--- config.mk ---
export PLATFORM = sky130hd
export DESIGN_NAME = wav_header_parse_and_pcm_scale
export DESIGN_NICKNAME = d
export VERILOG_FILES = /design/src/hw/rtl/wavp_pkg.sv /design/src/hw/rtl/wavp_div100.sv /design/src/hw/rtl/wav_header_parse_and_pcm_scale.sv
export SDC_FILE = /design/constraint.sdc
export NUM_CORES = 2
export LEC_CHECK = 0
export ABC_CLOCK_PERIOD_IN_PS = 11000
export BUFFER_PORTS_ARGS = -buffer_cell sky130_fd_sc_hd__buf_2
export CORE_UTILIZATION = 55
export DETAILED_ROUTE_END_ITERATION = 8
export PLACE_DENSITY = 0.71
export SYNTH_ARGS = -nofsm -noshare
export SYNTH_HDL_FRONTEND = slang
export SYNTH_SLANG_ARGS = --single-unit
--- constraint.sdc ---
create_clock -name clk -period 11 [get_ports clk]
set_input_delay 2.2 -clock clk [delete_from_list [all_inputs] [get_ports clk]]
set_output_delay 2.2 -clock clk [all_outputs]
set_load 0.1 [all_outputs]
--- src/hw/rtl/wavp_pkg.sv ---
// Shared types, codes and constants for the WAV header parser and PCM scaler.
`default_nettype none

package wavp_pkg;

	// Parse phases
	localparam logic [3:0] PH_RIFF  = 4'd0;
	localparam logic [3:0] PH_RSIZE = 4'd1;
	localparam logic [3:0] PH_WAVE  = 4'd2;
	localparam logic [3:0] PH_CID   = 4'd3;
	localparam logic [3:0] PH_CSIZE = 4'd4;
	localparam logic [3:0] PH_FMT   = 4'd5;
	localparam logic [3:0] PH_SKIP  = 4'd6;
	localparam logic [3:0] PH_PAD   = 4'd7;
	localparam logic [3:0] PH_DATA  = 4'd8;
	localparam logic [3:0] PH_IDLE  = 4'd9;

	// Event codes
	localparam logic [2:0] EV_FRAME     = 3'd0;
	localparam logic [2:0] EV_HDR_OK    = 3'd1;
	localparam logic [2:0] EV_NOT_RIFF  = 3'd2;
	localparam logic [2:0] EV_NOT_WAVE  = 3'd3;
	localparam logic [2:0] EV_BAD_FMT   = 3'd4;
	localparam logic [2:0] EV_UNSUPP    = 3'd5;
	localparam logic [2:0] EV_FINISHED  = 3'd6;
	localparam logic [2:0] EV_TRUNCATED = 3'd7;

	// Chunk tags, big-endian as they arrive
	localparam logic [31:0] TAG_RIFF = 32'h5249_4646;
	localparam logic [31:0] TAG_WAVE = 32'h5741_5645;
	localparam logic [31:0] TAG_FMT  = 32'h666D_7420;
	localparam logic [31:0] TAG_DATA = 32'h6461_7461;

	localparam logic [31:0] FMT_MIN_SIZE = 32'd16;
	localparam logic [15:0] FMT_PCM      = 16'd1;
	localparam logic [15:0] FMT_BITS     = 16'd16;
	localparam logic [31:0] RATE_MIN     = 32'd8000;
	localparam logic [31:0] RATE_MAX     = 32'd48000;
	localparam logic [6:0]  VOL_MAX      = 7'd100;

	// Divide by 100 via reciprocal: q = (m * DIV_K) >> DIV_SHIFT, exact for m < 2^22
	localparam int          DIV_SHIFT = 29;
	localparam logic [22:0] DIV_K     = 23'd5368710;

	// Width of a sample times volume
	localparam int PROD_W = 23;

	typedef struct packed {
		logic [7:0] data_byte;
		logic       first_byte;
		logic       last_byte;
	} in_item_t;

	typedef struct packed {
		logic [2:0]         event_res;
		logic signed [15:0] left_sample;
		logic signed [15:0] right_sample;
		logic [15:0]        rate_hz;
		logic               stereo;
	} out_item_t;

	typedef struct packed {
		logic [3:0]                phase;
		logic [4:0]                cnt;
		logic [31:0]               tag;
		logic [31:0]               len;
		logic [15:0]               fmt_code;
		logic [15:0]               chan;
		logic [31:0]               rate;
		logic [15:0]               bits;
		logic                      fmt_ok;
		logic [31:0]               data_left;
		logic [7:0]                low;
		logic signed [PROD_W-1:0]  left_prod;
		logic                      rpend;
	} parse_state_t;

endpackage

`default_nettype wire

--- src/hw/rtl/wavp_div100.sv ---
// Signed divide by 100, truncating toward zero, by reciprocal multiplication.
`default_nettype none

module wavp_div100 (
	input  wire logic signed [wavp_pkg::PROD_W-1:0] num,
	output logic signed [15:0]                      quo
);

	logic [wavp_pkg::PROD_W-1:0] mag;
	logic [45:0]                 prod;
	logic [15:0]                 q_mag;

	always_comb begin
		mag   = num[wavp_pkg::PROD_W-1] ? (~num + 1'b1) : num;
		prod  = {23'd0, mag} * {23'd0, wavp_pkg::DIV_K};
		q_mag = prod[wavp_pkg::DIV_SHIFT +: 16];
		quo   = num[wavp_pkg::PROD_W-1] ? $signed(~q_mag + 1'b1) : $signed(q_mag);
	end

endmodule

`default_nettype wire

--- src/hw/rtl/wav_header_parse_and_pcm_scale.sv ---
// Top level: RIFF/WAVE PCM16 byte parser with volume scaling and stereo framing.
// Pipeline: a result passes through the stage 1 register and then the output register.
// Throughput: one byte per cycle while out_stall does not back up the pipe; the two-stage pipe
// (parse plus multiply, then reciprocal divide by 100) keeps bytes flowing while a result waits.
// Reset: arst_n clears the parse state, the pipe valids and sets volume to 100.
`default_nettype none

module wav_header_parse_and_pcm_scale (
	input  wire logic                clk,
	input  wire logic                arst_n,
	input  wire logic                in_valid,
	output logic                     in_stall,
	input  wire wavp_pkg::in_item_t  in_data,
	output logic                     out_valid,
	input  wire logic                out_stall,
	output wavp_pkg::out_item_t      out_data,
	input  wire logic                cfg_wr_en,
	input  wire logic [6:0]          cfg_wr_data
);

	localparam wavp_pkg::parse_state_t PARSE_RESET = '0;

	// Volume register
	logic [6:0] vol_q;

	// Parse state
	wavp_pkg::parse_state_t st_q;
	wavp_pkg::parse_state_t cur;
	wavp_pkg::parse_state_t nx;

	// Stage 1: event and raw products
	logic                                 s1_valid_q;
	logic [2:0]                           ev_s1;
	logic signed [wavp_pkg::PROD_W-1:0]   lprod_s1;
	logic signed [wavp_pkg::PROD_W-1:0]   rprod_s1;
	logic [15:0]                          rate_s1;
	logic                                 stereo_s1;

	// Output register
	logic                out_valid_q;
	wavp_pkg::out_item_t out_q;

	// Handshake
	logic en1;
	logic en2;
	logic acc;

	// Combinational parse results
	logic                               emit;
	logic [2:0]                         ev;
	logic signed [wavp_pkg::PROD_W-1:0] lprod;
	logic signed [wavp_pkg::PROD_W-1:0] rprod;
	logic signed [15:0]                 lq;
	logic signed [15:0]                 rq;

	// Advance the output register when it is empty or its transfer completes;
	// advance stage 1 whenever it is empty or can move on.
	assign en2       = !out_valid_q || !out_stall;
	assign en1       = !s1_valid_q || en2;
	assign in_stall  = !en1;
	assign acc       = in_valid && en1;
	assign out_valid = out_valid_q;
	assign out_data  = out_q;

	// Volume: saturate writes above 100
	always_ff @(posedge clk or negedge arst_n) begin
		if (!arst_n) begin
			vol_q <= wavp_pkg::VOL_MAX;
		end else if (cfg_wr_en) begin
			vol_q <= (cfg_wr_data > wavp_pkg::VOL_MAX) ? wavp_pkg::VOL_MAX : cfg_wr_data;
		end
	end

	// Byte parser: one state update per transferred byte
	always_comb begin
		logic [4:0]                         cnt1;
		logic [31:0]                        sz;
		logic [wavp_pkg::PROD_W-1:0]        prod;
		logic                               frame;
		logic                               close;

		cur   = in_data.first_byte ? PARSE_RESET : st_q;
		nx    = cur;
		emit  = 1'b0;
		ev    = wavp_pkg::EV_FRAME;
		lprod = '0;
		rprod = '0;
		cnt1  = cur.cnt + 5'd1;
		sz    = cur.len | ({24'd0, in_data.data_byte} << {cur.cnt[1:0], 3'b000});
		prod  = $signed({in_data.data_byte, cur.low}) * $signed({1'b0, vol_q});
		frame = 1'b0;
		close = 1'b0;

		case (cur.phase)
			wavp_pkg::PH_RIFF, wavp_pkg::PH_WAVE, wavp_pkg::PH_CID: begin
				nx.tag = {cur.tag[23:0], in_data.data_byte};
				nx.cnt = cnt1;
				if (cnt1 >= 5'd4) begin
					nx.cnt = '0;
					if (cur.phase == wavp_pkg::PH_RIFF) begin
						if (nx.tag != wavp_pkg::TAG_RIFF) begin
							nx.phase = wavp_pkg::PH_IDLE;
							emit     = 1'b1;
							ev       = wavp_pkg::EV_NOT_RIFF;
						end else begin
							nx.phase = wavp_pkg::PH_RSIZE;
						end
					end else if (cur.phase == wavp_pkg::PH_WAVE) begin
						if (nx.tag != wavp_pkg::TAG_WAVE) begin
							nx.phase = wavp_pkg::PH_IDLE;
							emit     = 1'b1;
							ev       = wavp_pkg::EV_NOT_WAVE;
						end else begin
							nx.phase = wavp_pkg::PH_CID;
						end
					end else begin
						nx.len   = '0;
						nx.phase = wavp_pkg::PH_CSIZE;
					end
				end
			end
			wavp_pkg::PH_RSIZE: begin
				nx.cnt = cnt1;
				if (cnt1 >= 5'd4) begin
					nx.cnt   = '0;
					nx.tag   = '0;
					nx.phase = wavp_pkg::PH_WAVE;
				end
			end
			wavp_pkg::PH_CSIZE: begin
				nx.len = sz;
				nx.cnt = cnt1;
				if (cnt1 >= 5'd4) begin
					nx.cnt = '0;
					if (cur.tag == wavp_pkg::TAG_FMT) begin
						if (sz < wavp_pkg::FMT_MIN_SIZE) begin
							nx.phase = wavp_pkg::PH_IDLE;
							emit     = 1'b1;
							ev       = wavp_pkg::EV_BAD_FMT;
						end else begin
							nx.fmt_code = '0;
							nx.chan     = '0;
							nx.rate     = '0;
							nx.bits     = '0;
							nx.tag      = {31'd0, sz[0]};
							nx.phase    = wavp_pkg::PH_FMT;
						end
					end else if (cur.tag == wavp_pkg::TAG_DATA) begin
						nx.data_left = sz;
						nx.rpend     = 1'b0;
						nx.phase     = wavp_pkg::PH_IDLE;
						emit         = 1'b1;
						if (!cur.fmt_ok) begin
							ev = wavp_pkg::EV_UNSUPP;
						end else if (sz == '0) begin
							ev = wavp_pkg::EV_FINISHED;
						end else if (in_data.last_byte) begin
							ev = wavp_pkg::EV_TRUNCATED;
						end else begin
							nx.phase = wavp_pkg::PH_DATA;
							ev       = wavp_pkg::EV_HDR_OK;
						end
					end else begin
						nx.tag = {31'd0, sz[0]};
						if (sz == '0) begin
							close = 1'b1;
						end else begin
							nx.phase = wavp_pkg::PH_SKIP;
						end
					end
				end
			end
			wavp_pkg::PH_FMT: begin
				case (cur.cnt)
					5'd0:  nx.fmt_code[7:0]  = in_data.data_byte;
					5'd1:  nx.fmt_code[15:8] = in_data.data_byte;
					5'd2:  nx.chan[7:0]      = in_data.data_byte;
					5'd3:  nx.chan[15:8]     = in_data.data_byte;
					5'd4:  nx.rate[7:0]      = in_data.data_byte;
					5'd5:  nx.rate[15:8]     = in_data.data_byte;
					5'd6:  nx.rate[23:16]    = in_data.data_byte;
					5'd7:  nx.rate[31:24]    = in_data.data_byte;
					5'd14: nx.bits[7:0]      = in_data.data_byte;
					5'd15: nx.bits[15:8]     = in_data.data_byte;
					default: ;
				endcase
				if (cur.cnt == 5'd15) begin
					nx.fmt_ok = (nx.fmt_code == wavp_pkg::FMT_PCM)
						&& (nx.bits == wavp_pkg::FMT_BITS)
						&& (nx.chan inside {16'd1, 16'd2})
						&& (nx.rate >= wavp_pkg::RATE_MIN)
						&& (nx.rate <= wavp_pkg::RATE_MAX);
				end
				if (cur.cnt < 5'd16) begin
					nx.cnt = cnt1;
				end
				nx.len = cur.len - 32'd1;
				close  = (nx.len == '0);
			end
			wavp_pkg::PH_SKIP: begin
				nx.len = cur.len - 32'd1;
				close  = (nx.len == '0);
			end
			wavp_pkg::PH_PAD: begin
				nx.tag   = '0;
				nx.cnt   = '0;
				nx.phase = wavp_pkg::PH_CID;
			end
			wavp_pkg::PH_DATA: begin
				nx.data_left = cur.data_left - 32'd1;
				if (!cur.cnt[0]) begin
					nx.low = in_data.data_byte;
				end else if (cur.chan != 16'd2) begin
					frame = 1'b1;
					lprod = prod[wavp_pkg::PROD_W-1:0];
					rprod = prod[wavp_pkg::PROD_W-1:0];
				end else if (!cur.rpend) begin
					nx.left_prod = prod[wavp_pkg::PROD_W-1:0];
					nx.rpend     = 1'b1;
				end else begin
					frame    = 1'b1;
					lprod    = cur.left_prod;
					rprod    = prod[wavp_pkg::PROD_W-1:0];
					nx.rpend = 1'b0;
				end
				nx.cnt = {4'd0, ~cur.cnt[0]};
				if (nx.data_left == '0) begin
					nx.phase = wavp_pkg::PH_IDLE;
					emit     = 1'b1;
					ev       = wavp_pkg::EV_FINISHED;
				end else if (in_data.last_byte) begin
					nx.phase = wavp_pkg::PH_IDLE;
					emit     = 1'b1;
					ev       = wavp_pkg::EV_TRUNCATED;
				end else begin
					emit = frame;
					ev   = wavp_pkg::EV_FRAME;
				end
			end
			default: ;
		endcase

		// End of a chunk body: go to the pad byte if the length was odd
		if (close) begin
			nx.phase = (cur.tag != '0 || nx.tag != '0) && cur.phase != wavp_pkg::PH_CSIZE
				? wavp_pkg::PH_PAD : wavp_pkg::PH_CID;
			nx.tag   = '0;
			nx.cnt   = '0;
		end

		// File ends inside the header
		if (!emit && in_data.last_byte && nx.phase != wavp_pkg::PH_IDLE) begin
			emit = 1'b1;
			if (nx.phase == wavp_pkg::PH_RIFF) begin
				ev = wavp_pkg::EV_NOT_RIFF;
			end else if (nx.phase == wavp_pkg::PH_RSIZE || nx.phase == wavp_pkg::PH_WAVE) begin
				ev = wavp_pkg::EV_NOT_WAVE;
			end else begin
				ev = wavp_pkg::EV_UNSUPP;
			end
			nx.phase = wavp_pkg::PH_IDLE;
		end
	end

	// Parse state: advance on every transfer
	always_ff @(posedge clk or negedge arst_n) begin
		if (!arst_n) begin
			st_q <= PARSE_RESET;
		end else if (acc) begin
			st_q <= nx;
		end
	end

	// Stage 1 register: hold while it is full and the output side is stalled
	always_ff @(posedge clk or negedge arst_n) begin
		if (!arst_n) begin
			s1_valid_q <= 1'b0;
		end else if (en1) begin
			s1_valid_q <= acc && emit;
		end
	end

	always_ff @(posedge clk) begin
		if (en1) begin
			ev_s1     <= ev;
			lprod_s1  <= lprod;
			rprod_s1  <= rprod;
			rate_s1   <= nx.rate[15:0];
			stereo_s1 <= (nx.chan == 16'd2);
		end
	end

	// Stage 2: divide both products by 100
	wavp_div100 u_div_left (
		.num (lprod_s1),
		.quo (lq)
	);

	wavp_div100 u_div_right (
		.num (rprod_s1),
		.quo (rq)
	);

	always_ff @(posedge clk or negedge arst_n) begin
		if (!arst_n) begin
			out_valid_q <= 1'b0;
		end else if (en2) begin
			out_valid_q <= s1_valid_q;
		end
	end

	always_ff @(posedge clk) begin
		if (en2) begin
			out_q.event_res    <= ev_s1;
			out_q.left_sample  <= lq;
			out_q.right_sample <= rq;
			out_q.rate_hz      <= rate_s1;
			out_q.stereo       <= stereo_s1;
		end
	end

endmodule

`default_nettype wire
Word level (Yosys, flattened, before mapping)
Cells that the tools add are included.
W data, S select, Z words.
{ "classes": {"reduce_logical": 30, "n_shift": 1, "muxes": 119, "n_addsub": 7, "mul": 3, "bitwise_logic": 6, "order_cmp": 6, "eq_ne": 31} }
{ "ops": {"columns": ["op", "count"], "rows": [
  ["$mux W32", 9],
  ["$mux W80", 3],
  ["$mux W218", 1],
  ["$mux W8", 21],
  ["$mux W23", 7],
  ["$pmux W80 S2", 1],
  ["$pmux W32 S4", 1],
  ["$mux W41", 3],
  ["$logic_not A32 Y1", 3],
  ["$pmux W32 S3", 1],
  ["$mul A23 B22 Y44 const B", 2],
  ["$eq A32 B31 Y1 const B", 2],
  ["$ne A32 B31 Y1 const B", 2],
  ["$pmux W32 S2", 1],
  ["$reduce_bool A32 Y1", 2],
  ["$sub A32 B1 Y32 const B", 2],
  ["$mux W24", 2],
  ["$add A23 B1 Y23 const B", 2],
  ["$not A23 Y23", 2],
  ["$mux W3", 15],
  ["$mux W4", 11],
  ["$add A16 B1 Y16 const B", 2],
  ["$eq A16 B1 Y1 const B", 2],
  ["$eq A16 B2 Y1 const B", 2],
  ["45 further kinds", 104]
]} }
{ "word_totals": {"register_bits": 345, "out_inout_bits": 54} }

Logic depth before layout (Yosys ltp)
{ "logic_depth": {"depth_word": 20, "depth_mapped": 36} }

Hierarchy
Synthesis repeated with hierarchy kept, for this count alone.
{ "hier_totals": {"cells_unflattened": 4658, "area_unflattened_um2": 42688.4} }
{ "by_module_without_submodules": {"columns": ["mod", "cells_per_inst", "area_per_inst_um2", "n_inst", "seq_area_each_um2"], "rows": [
  ["wav_header_parse_and_pcm_scale", 2380, 22151.2, 1, 9127.5],
  ["wavp_div100 at u_div_right", 1173, 10485.1, 1, 0.0],
  ["wavp_div100 at u_div_left", 1105, 10052.1, 1, 0.0]
]} }

Worst setup path after synthesis
OpenSTA, ideal clock, no wires.
{ "synth_timing": {"kind": "flip-flop to flip-flop", "start": "register rprod_s1[7] (netlist name)", "end": "register out_q, in the netlist out_data[32] (data pin)", "setup_time_ns": 0.270, "path_slack_ns": 1.906, "arrival_ns": 8.824, "path_buffers": 1, "path_stages_with_launch": 31, "path_cell_list": "edfxtp_1 > or4_1 > or3_1 > or2_2 > o31ai_1 > xor2_1 > inv_1 > ha_1 > fa_1 > inv_1 > fa_1 > inv_1 > fa_1 > fa_1 > fa_1 > inv_1 > fa_1 > inv_1 > ha_1 > a211o_1 > o211ai_1 > a211oi_1 > a2111o_1 > and3b_1 > buf_6 > o211a_4 > or3_1 > and2_4 > or3_4 > o41ai_2 > xor2_1"} }
{ "synth_between": {"elab_chain_cells": 7} }
{ "synth_lines": {"columns": ["item", "line", "rtl"], "rows": [
  ["start, declared", "wav_header_parse_and_pcm_scale.sv:35", "logic signed [wavp_pkg::PROD_W-1:0] rprod_s1;"],
  ["start signal, assigned", "wav_header_parse_and_pcm_scale.sv:287", "rprod_s1 <= rprod;"],
  ["$not A23 Y23", "wavp_div100.sv:14", "mag = num[wavp_pkg::PROD_W-1] ? (~num + 1'b1) : num;"],
  ["$add A23 B1 Y23", "wavp_div100.sv:14", null],
  ["$mux W23 *", "wavp_div100.sv:14", null],
  ["$mul A23 B22 Y44 *", "wavp_div100.sv:15", "prod = {23'd0, mag} * {23'd0, wavp_pkg::DIV_K};"],
  ["$not A16 Y16", "wavp_div100.sv:17", "quo = num[wavp_pkg::PROD_W-1] ? $signed(~q_mag + 1'b1) : $signed(q_mag);"],
  ["$add A16 B1 Y16", "wavp_div100.sv:17", null],
  ["$mux W16 *", "wavp_div100.sv:17", null],
  ["named net rq[15]", "wav_header_parse_and_pcm_scale.sv:54", "logic signed [15:0] rq;"],
  ["end, declared", "wav_header_parse_and_pcm_scale.sv:41", "wavp_pkg::out_item_t out_q;"]
]} }
Mark *: on every way through the listed nets, which the timed path passes. The rest lies on a longest branch.
A chain may end at the register's enable or synchronous reset.

Worst setup path in the final report
{ "layout_timing": {"start": "register lprod_s1[0] (netlist name)", "end": "register out_q, in the netlist out_data[46] (data pin)"} }
{ "layout_between": {"elab_chain_cells": 7} }
{ "layout_lines": {"columns": ["item", "line", "rtl"], "rows": [
  ["start, declared", "wav_header_parse_and_pcm_scale.sv:34", "logic signed [wavp_pkg::PROD_W-1:0] lprod_s1;"],
  ["start signal, assigned", "wav_header_parse_and_pcm_scale.sv:286", "lprod_s1 <= lprod;"],
  ["$not A23 Y23", "wavp_div100.sv:14", null],
  ["$add A23 B1 Y23", "wavp_div100.sv:14", null],
  ["$mux W23 *", "wavp_div100.sv:14", null],
  ["$mul A23 B22 Y44 *", "wavp_div100.sv:15", null],
  ["$not A16 Y16", "wavp_div100.sv:17", null],
  ["$add A16 B1 Y16", "wavp_div100.sv:17", null],
  ["$mux W16 *", "wavp_div100.sv:17", null],
  ["named net lq[13]", "wav_header_parse_and_pcm_scale.sv:53", "logic signed [15:0] lq;"]
]} }
Marked as above.

==> flow_metrics.tcl <==
set metrics [dict create \
    outcome "finished clean" \
    cp-start-kind "flip-flop" \
    async_reset_ff_frac 0.650 \
    hold_violations 0 \
    diodes 0 \
    crit_required_ns 11.31 \
    grt_use_total 0.286 \
    final_common_cell "inv_1" \
    critPathMaxStageDelay_ns 0.72 \
    slew_headroom 0.284 \
    fin_crit_ns 10.03 \
    htree_num_levels 2 \
    dieArea_um2 76600 \
    fin_skew_ns 0.0401 \
    coreArea_um2 74600 \
    syn_to_final_growth_pct 6.45 \
    cts-resized-gates 0 \
    cpMaxStageDelayCell "a211oi_1" \
    r2r_start "lprod_s1[0]" \
    fmax_mhz 99.7 \
    ant_nets 0 \
    grt_pass1_vias 32293 \
    cp-end-kind "flip-flop" \
    io_buffers 75 \
    crit_fanout 9 \
    cts_tree "done" \
    die_x_um 277 \
    synth_nets 5497 \
    fill_cells 6534 \
    regToRegSetupSlack_ns 0.97 \
    post_cts_buffers 0 \
    num_vias 32382 \
    first_pass_iters 6 \
    ys_seq_area_frac 0.217 \
    gp_congestion 0.960 \
    globalRouteOverflowTotal 0 \
    worstSetupStartpoint "lprod_s1[0]" \
    grt_pass1_wl_um 176000 \
    cts_buffer_depth 3 \
    yosysUniqueCellTypes 92 \
    synth_area_per_cell_um2 9.20 \
    fin_nets 5490 \
    cap_violations 0 \
    rsz0062_at_grt "false" \
    initial_core_util 0.557 \
    postSynthCellCount 4514 \
    layout_common_cells "inv_1 (864), ha_1 (515), fa_1 (446), nand2_1 (279), nor2_1 (270)" \
    fin_util 0.593 \
    crit_end "out_data[46]" \
    syn_area_um2 41500 \
    reg2regPathDepth 31 \
    numCtsBuffers 39 \
    synthFlopType "dfrtp_1" \
    yosysWarnings 0 \
    drtIter0Drc 2528 \
    clock_sinks 337 \
    antenna_found_initial 0 \
    timing.setup.tns_ns 0 \
    viasPerCell 5.88 \
    synth_edf_count 118 \
    hpwl_um 84700 \
    hold_class "reg2reg" \
    r2r-end "out_data[46]" \
    num_io_pins 76 \
    critPathKind "reg2reg" \
    drc 0 \
    grt_max_degree 80 \
    crit_arrival_ns 10.34 \
    drt_wl_total_um 109000 \
    root_buffer "clkbuf_16" \
    worst_slew_pin_slew_ns 1.07 \
    rows 100 \
    routedWlPerCell_um 19.7 \
    layout-drive-gt1-share 0.0593 \
    min_period_over_period 0.912 \
    clkLatencyLatePin_ns 0.59 \
    hold_buffers 0 \
    die_h_um 277 \
    path_clk_slew_ns 0.06 \
    setup_viol 0 \
    dpl.cell_count 5435 \
    stdcell_count 5506 \
    slew_viol_final 0 \
    ys_ff_latch 337 \
]
-- through the flow --
stage / setup slack [ns] / instance area [um2] / hold slack (ns)
detailed placement: 0.997 / 42900 / 0.405
floorplan: 1.91 / 41500 / 0.400
finish: 0.970 / 44200 / 0.419
global placement: 1.16 / 42900 / 0.404
global route: 0.190 / 44200 / 0.426
CTS: 1.03 / 44200 / 0.420
-- cells in the mapped netlist, types with 11 or more instances --
library cell	instances	area (um2)
a211oi_1	18	135
a21o_1	37	278
a21oi_1	199	996
a22o_1	131	1150
a22oi_1	14	105
a31oi_1	42	263
and2_1	95	594
and3_1	27	169
buf_1	19	71.3
buf_2	13	65.1
clkbuf_1	139	522
dfrtp_1	216	5410
edfxtp_1	118	3540
fa_1	446	8930
ha_1	515	6440
inv_1	865	3250
mux2_2	20	225
nand2_1	281	1050
nand2b_1	22	138
nand3_1	66	330
nand4_1	25	156
nor2_1	271	1020
nor2b_1	41	257
nor3_1	87	435
nor4_1	56	350
o211ai_1	17	128
o21a_1	14	105
o21ai_0	189	946
o21bai_1	14	105
o22ai_1	18	113
o31ai_1	32	240
o32ai_1	11	96.3
o41ai_1	14	123
or2_2	26	163
or3_1	35	219
or4_1	21	158
xnor2_1	121	1060
xor2_1	65	569
-- cell families (layout without fill, tap and decap cells) --
| family | after synthesis | after routing | synth area share |
|---|---|---|---|
| AOI/OAI and AO/OA | 863 | 863 | 0.140 |
| xor gates and xnor gates | 186 | 186 | 0.0392 |
| adders and majority gates | 961 | 961 | 0.370 |
| buffers and inverters | 1040 | 1063 | 0.0946 |
| DFF | 337 | 337 | 0.217 |
| muxes | 29 | 29 | 0.00759 |
| and+or+nand+nor | 1098 | 1098 | 0.131 |
-- sequential cells by signal, indices dropped and copies added (netlist names) --
signal / count
s1_valid_q: 1
vol_q: 7
ev_s1: 3
rprod_s1: 23
stereo_s1: 1
out_data: 52
rate_s1: 16
out_valid: 1
st_q: 210
lprod_s1: 23
-- worst max-delay path: cells and delay by family (launching register included) --
family | cells | cell delay [ns]
AOI/OAI and AO/OA | 4 | 1.34
xor gates and xnor gates | 3 | 0.79
adders and majority gates | 9 | 3.87
buffers and inverters | 6 | 0.63
DFF | 1 | 0.56
and+or+nand+nor | 9 | 2.61
-- routing by layer --
metal,part of all wire,global-route usage,vias to the layer above
li1,-,-,15162
met3,0.060,0.0322,175
met5,0,0,-
met2,0.46,0.462,1054
met1,0.45,0.406,15991
met4,0.029,0.0840,0
-- cell type report --
type | instances | area [um2] | area share
multi-input combinational | 3137 | 28600 | 0.647
sequential | 337 | 9030 | 0.204
inverter | 866 | 3250 | 0.0735
tap | 969 | 1210 | 0.0274
clock buffer | 45 | 1010 | 0.0228
timing repair buffer | 126 | 771 | 0.0174
clock inverter | 26 | 315 | 0.00713
-- how the worst min path moves through the flow --
stage | from | end | slack [ns] | cells after the start
floorplan | stereo_s1 | out_data[0] | 0.40 | 0
global placement | rate_s1[5] | out_data[6] | 0.40 | 0
detailed placement | rate_s1[4] | out_data[5] | 0.41 | 0
CTS | rate_s1[4] | out_data[5] | 0.42 | 0
global route | rate_s1[3] | out_data[4] | 0.43 | 0
finish | rate_s1[13] | out_data[14] | 0.42 | 0
Power is left out: the tool's default activity adds up to more than one toggle a clock period on the data nets, which glitch-free logic cannot reach.
